--- src/design/lge_pkg.sv ---
// Shared types, constants and helpers for the life grid generation engine.
// No dependencies; imported by every module of the block.
package lge_pkg;

  localparam int MAX_ROWS  = 64;
  localparam int MAX_COLS  = 64;
  localparam int ROW_W     = $clog2(MAX_ROWS);
  localparam int COL_W     = $clog2(MAX_COLS);
  localparam int CFG_W     = 7;
  localparam int CFG_IDX_W = 2;

  localparam logic [CFG_IDX_W-1:0] CFG_GRID_ROWS = CFG_IDX_W'(0);
  localparam logic [CFG_IDX_W-1:0] CFG_GRID_COLS = CFG_IDX_W'(1);

  typedef logic [MAX_COLS-1:0] row_word_t;

  typedef enum logic [1:0] {
    MODE_SET     = 2'd0,
    MODE_ADVANCE = 2'd1,
    MODE_READ    = 2'd2,
    MODE_NONE    = 2'd3
  } mode_t;

  typedef enum logic [2:0] {
    ST_IDLE,
    ST_SET_WR,
    ST_RD_OUT,
    ST_GEN_LOAD,
    ST_GEN_ROW
  } state_t;

  typedef struct packed {
    logic             accept;
    logic             rd_en;
    logic             rd_from_in;
    logic [ROW_W-1:0] rd_row;
    logic             wr_set;
    logic             wr_gen;
    logic [ROW_W-1:0] wr_row;
    logic             load_first;
    logic             below_live;
    logic             emit;
    logic             emit_read;
    logic             emit_oor;
  } lge_cmd_t;

  typedef struct packed {
    logic             in_oor;
    logic [CFG_W-1:0] eff_rows;
  } lge_status_t;

  // 0 acts as 1, anything above the maximum acts as the maximum
  function automatic logic [CFG_W-1:0] eff_size(logic [CFG_W-1:0] v,
                                                logic [CFG_W-1:0] maxv);
    logic [CFG_W-1:0] r;
    if (v == '0) begin
      r = CFG_W'(1);
    end else if (v > maxv) begin
      r = maxv;
    end else begin
      r = v;
    end
    return r;
  endfunction

endpackage

--- src/design/lge_ctrl.sv ---
// Controller of the life grid engine: request sequencing and generation sweep.
// Depends on lge_pkg; drives lge_datapath through lge_cmd_t.
module lge_ctrl import lge_pkg::*; (
  input  logic        clk,
  input  logic        rst_n,
  input  logic        start,
  input  logic [1:0]  in_mode,
  input  lge_status_t status,
  output logic        busy,
  output lge_cmd_t    cmd
);

  state_t           state_r, state_nxt;
  logic [ROW_W-1:0] sweep_r, sweep_nxt;
  logic [CFG_W-1:0] sweep_p1, sweep_p2;
  mode_t            mode;
  logic             accept;
  logic             last_row;

  assign mode     = mode_t'(in_mode);
  assign busy     = (state_r != ST_IDLE);
  assign accept   = start && (state_r == ST_IDLE);
  assign sweep_p1 = CFG_W'(sweep_r) + CFG_W'(1);
  assign sweep_p2 = CFG_W'(sweep_r) + CFG_W'(2);
  assign last_row = (sweep_p1 == status.eff_rows);

  always_ff @(posedge clk) begin
    if (!rst_n) begin
      state_r <= ST_IDLE;
      sweep_r <= '0;
    end else begin
      state_r <= state_nxt;
      sweep_r <= sweep_nxt;
    end
  end

  always_comb begin
    state_nxt = state_r;
    sweep_nxt = sweep_r;
    unique case (state_r)
      ST_IDLE: begin
        if (accept) begin
          priority if (mode == MODE_ADVANCE) begin
            state_nxt = ST_GEN_LOAD;
          end else if (mode == MODE_SET && !status.in_oor) begin
            state_nxt = ST_SET_WR;
          end else if (mode == MODE_READ && !status.in_oor) begin
            state_nxt = ST_RD_OUT;
          end else begin
            state_nxt = ST_IDLE;
          end
        end
      end
      ST_SET_WR:   state_nxt = ST_IDLE;
      ST_RD_OUT:   state_nxt = ST_IDLE;
      ST_GEN_LOAD: begin
        state_nxt = ST_GEN_ROW;
        sweep_nxt = '0;
      end
      ST_GEN_ROW: begin
        if (last_row) begin
          state_nxt = ST_IDLE;
          sweep_nxt = '0;
        end else begin
          sweep_nxt = sweep_p1[ROW_W-1:0];
        end
      end
      default: state_nxt = ST_IDLE;
    endcase
  end

  always_comb begin
    cmd        = '0;
    cmd.accept = accept;
    unique case (state_r)
      ST_IDLE: begin
        if (accept) begin
          priority if (mode == MODE_ADVANCE) begin
            cmd.rd_en  = 1'b1;
            cmd.rd_row = '0;
          end else if ((mode == MODE_SET || mode == MODE_READ) && !status.in_oor) begin
            cmd.rd_en      = 1'b1;
            cmd.rd_from_in = 1'b1;
          end else begin
            cmd.emit     = 1'b1;
            cmd.emit_oor = (mode != MODE_NONE) && status.in_oor;
          end
        end
      end
      ST_SET_WR: begin
        cmd.wr_set = 1'b1;
        cmd.emit   = 1'b1;
      end
      ST_RD_OUT: begin
        cmd.emit      = 1'b1;
        cmd.emit_read = 1'b1;
      end
      ST_GEN_LOAD: begin
        cmd.load_first = 1'b1;
        cmd.rd_en      = (status.eff_rows > CFG_W'(1));
        cmd.rd_row     = ROW_W'(1);
      end
      ST_GEN_ROW: begin
        cmd.wr_gen     = 1'b1;
        cmd.wr_row     = sweep_r;
        cmd.below_live = (sweep_p1 < status.eff_rows);
        cmd.rd_en      = (sweep_p2 < status.eff_rows);
        cmd.rd_row     = sweep_p2[ROW_W-1:0];
        cmd.emit       = last_row;
      end
      default: cmd = '0;
    endcase
  end

  a_no_rw_collide: assert property (@(posedge clk) disable iff (!rst_n)
    (cmd.wr_gen && cmd.rd_en) |-> (cmd.rd_row != cmd.wr_row))
    else $error("sweep reads the row it writes");

  a_sweep_in_grid: assert property (@(posedge clk) disable iff (!rst_n)
    (state_r == ST_GEN_ROW) |-> (CFG_W'(sweep_r) < status.eff_rows))
    else $error("sweep row beyond grid");

  a_adv_starts_sweep: assert property (@(posedge clk) disable iff (!rst_n)
    (accept && mode == MODE_ADVANCE) |=> (state_r == ST_GEN_LOAD && busy))
    else $error("advance request did not start a sweep");

  a_one_write: assert property (@(posedge clk) disable iff (!rst_n)
    !(cmd.wr_set && cmd.wr_gen))
    else $error("two writes in one cycle");

endmodule

--- config.mk ---
export PLATFORM = sky130hd
export DESIGN_NAME = lge_ctrl
export DESIGN_NICKNAME = d
export VERILOG_FILES = /design/src/design/lge_pkg.sv /design/src/design/lge_ctrl.sv
export SDC_FILE = /design/constraint.sdc
export NUM_CORES = 1
export LEC_CHECK = 0
export BUFFER_PORTS_ARGS = -buffer_cell sky130_fd_sc_hd__buf_4
export CAP_MARGIN = 20
export CORE_AREA = 2 2 51 53
export DETAILED_ROUTE_END_ITERATION = 7
export DIE_AREA = 0 0 53 55
export PLACE_DENSITY = 0.73
export SLEW_MARGIN = 0
export SYNTH_ARGS = -nofsm -noshare
export SYNTH_HDL_FRONTEND = slang
export SYNTH_SLANG_ARGS = --single-unit
--- constraint.sdc ---
create_clock -name clk -period 1.97 [get_ports clk]
set_input_delay 0.2955 -clock clk [delete_from_list [all_inputs] [get_ports clk]]
set_output_delay 0.2955 -clock clk [all_outputs]
set_load 0.03 [all_outputs]
==> results.yml <==
min_path:
  hp-start: "in_mode[1]"
  min_to: "state_r[0]"
  hold_depth: 2
  hold_path_class: "in -> reg"
setup_path:
  r2r_cells: 9
  cp-end-kind: "output port"
  crit_buf_inv: 2
  path_common_cell: "nand4_1"
  worst_ep_arrival_time_ns: 2.21
  critPathLaunchType: "register"
  regToRegSetupSlack_ns: -0.19
  path_max_fanout: 3
  max_stage_delay_ns: 0.38
  path_cells: "ha_4 > nand4_1 > xnor2_2 > ha_1 > nand4_1 > buf_4 > a21oi_4 > nor4_4 > buf_6"
  critical_path_required_ns: 1.67
  worst_path_max_delay_cell: "dfxtp_4"
  critical-path-top-delay-family: "simple AND/OR/NAND/NOR gates"
  path_class: "reg -> out"
  timing.rr.end: "sweep_r[1]"
  regToRegStartpoint: "sweep_r[1]"
drt:
  postRouteAntennaNets: 0
  drt_wl_total_um: 3010
  vias: 1135
  drt_iter0_drc: 6
  vias_per_cell: 5.18
  wire_per_inst_um: 13.7
  dr.pass1.iters: 3
  route.detailed.drc: 0
yosys:
  ys_ff_latch: 9
  syn_area_per_cell_sq_um: 7.76
  synth_edf_count: 0
  yosysSeqAreaShare_pct: 18.1
  syn_nets: 157
  synth_warnings: 0
  synthArstFlopShare_pct: 0
  mappedNetlistArea_sq_um: 993
  yosysUniqueCellTypes: 37
  ys.flop_type: "dfxtp_1"
  syn_inst: 128
place:
  place_area_sq_um: 1500
  io_buffer_count: 35
  gp_congestion: 0.920
  hpwl_um: 2430
  post-place-ws_ns: -0.221
clock_network:
  cts_buffers: 3
  hold_buffers: 0
  clock_path_buffers: 2
  insertion_delay_ns: 0.26
  clockRootBuffer: "clkbuf_4"
  cts_sinks: 9
  cts.htree.levels: 1
  clk_pin_slew_ns: 0.06
  cts_tree: "done"
status:
  outcome: "finished, violations left"
  violations: "negative setup slack"
run:
  drv_cap: 0
global_routing:
  grt_max_degree: 13
  grt-ovfl-total: 0
  grt_antenna_before_repair: 0
  grt_pass1_wl_um: 4730
  grt_usage_pct: 23.0
  grt_pass1_vias: 1106
die:
  die_area_sq_um: 2920
  ios: 36
  die_x_um: 53
  die-height_um: 55
  initial_utilization_pct: 42.0
  coreArea_sq_um: 2360
  row_count: 18
cells_and_area:
  syn_to_final_growth_pct: 71.8
  mostFrequentLayoutCells: "buf_4 (54), ha_1 (14), inv_1 (13), nand2_1 (11), and2_1 (8)"
  final_util_pct: 72.2
  finish.instance_area_sq_um: 1710
  final.fill_count: 193
  nNetsFinal: 219
  drive_above_1_share_pct: 52.9
  final_common_cell: "buf_4"
  diodes: 0
sta:
  slew_violations: 0
  rsz0062_at_grt: "true"
  fin_skew_ns: 0.00622
  tns_ns: -2.25
  tightest_slew_ns: 0.367
  finalWorstSetupSlack_ns: -0.531
  slew_headroom_pct: 75.3
  hold_viol: 0
  max_freq_mhz: 400
  setup_viol: 8
  period_share_pct: 127
  period_needed_ns: 2.50
power_and_ir_drop:
  clkPwrFrac_pct: 29.9
  comb_power_share_pct: 31.6
  p_sw_w: 0.000145
  internal_power_w: 0.000328
  ir_drop_mv: 0.334
  p_leak_nw: 0.884
  switching_share_pct: 30.7
  power_density_nw_per_um2: 277
  pwr-share-seq_pct: 38.5
-- metal layers --
layer  vias to the layer above  GRT usage [%]  share of wire, %
li1                        568              -                 -
met1                       540           25.7                41
met2                        23           43.5                54
met3                         4           5.38               3.7
met4                         0           6.41               1.0
met5                         -              0                 0
-- cell families (layout without fill, tap and decap cells) --
group / Yosys count / after routing / share of synthesized area (%)
xor gates and xnor gates: 6 / 6 / 5.29
AOI/OAI and AO/OA: 22 / 22 / 16.5
muxes: 1 / 1 / 1.01
adders and majority gates: 16 / 16 / 20.2
buffers and inverters: 19 / 80 / 9.19
DFF: 9 / 9 / 18.1
and+or+nand+nor: 55 / 55 / 29.7
-- how the worst max path moves through the flow --
stage	startpoint	to	cells past startpoint
after floorplan	sweep_r[1]	cmd[3]	7
after global placement	sweep_r[1]	cmd[20]	8
after detailed placement	sweep_r[1]	cmd[20]	8
after CTS	sweep_r[1]	cmd[2]	9
after global routing	sweep_r[1]	cmd[3]	9
final	sweep_r[1]	cmd[3]	9
-- flip-flops by register name, summed over array words and instances (netlist names) --
name / count
sweep_r: 6
state_r: 3
-- layout make-up --
type                       instances  area [sq um]  share of cell area (%)
clock buffer                       4          26.3                    1.54
inverter                          15          63.8                    3.74
multi-input combinational        100           901                    52.8
sequential                         9           194                    11.4
tap                               30          37.5                    2.20
timing repair buffer              61           484                    28.4
-- power by group through the flow --
stage          combinational [W]  clock [W]  sequential [W]
2_1_floorplan          0.0000739          0        0.000186
3_3_place_gp            0.000132          0        0.000186
3_5_place_dp            0.000136          0        0.000186
4_1_cts                 0.000144   0.000146        0.000182
5_1_grt                 0.000163   0.000156        0.000182
6_report                0.000149   0.000141        0.000182
-- Yosys cell counts, types with 2 or more instances --
cell type  count  area (sq um)
buf_6          2          22.5
nand2_1       13          48.8
clkbuf_1       2          7.51
nor2_1         8          30.0
a21oi_1        6          30.0
nor3_1         4          20.0
o21ai_0        3          15.0
nand3_1        5          25.0
nand3b_1       2          15.0
ha_1          16           200
dfxtp_1        9           180
a21o_1         2          15.0
and2_1         8          50.1
a22o_1         4          35.0
inv_1         13          48.8
nand4_1        2          12.5
nor3b_1        3          22.5
nand2b_1       3          18.8
xnor2_1        5          43.8
-- metrics by stage --
step | cells | power (W) | hold slack, ns
after CTS | 214 | 0.000472 | 0.216
after detailed placement | 208 | 0.000322 | 0.489
final | 219 | 0.000473 | 0.223
after floorplan | 128 | 0.000260 | 0.372
after global placement | 208 | 0.000318 | 0.486
after global routing | 219 | 0.000502 | 0.215
-- timing repair --
item,in CTS,in global routing
buffers inserted,7,6
pin swaps,18,9
setup endpoints to repair,18,20
gates resized for setup,19,12
(Power assumes the default switching activity.)
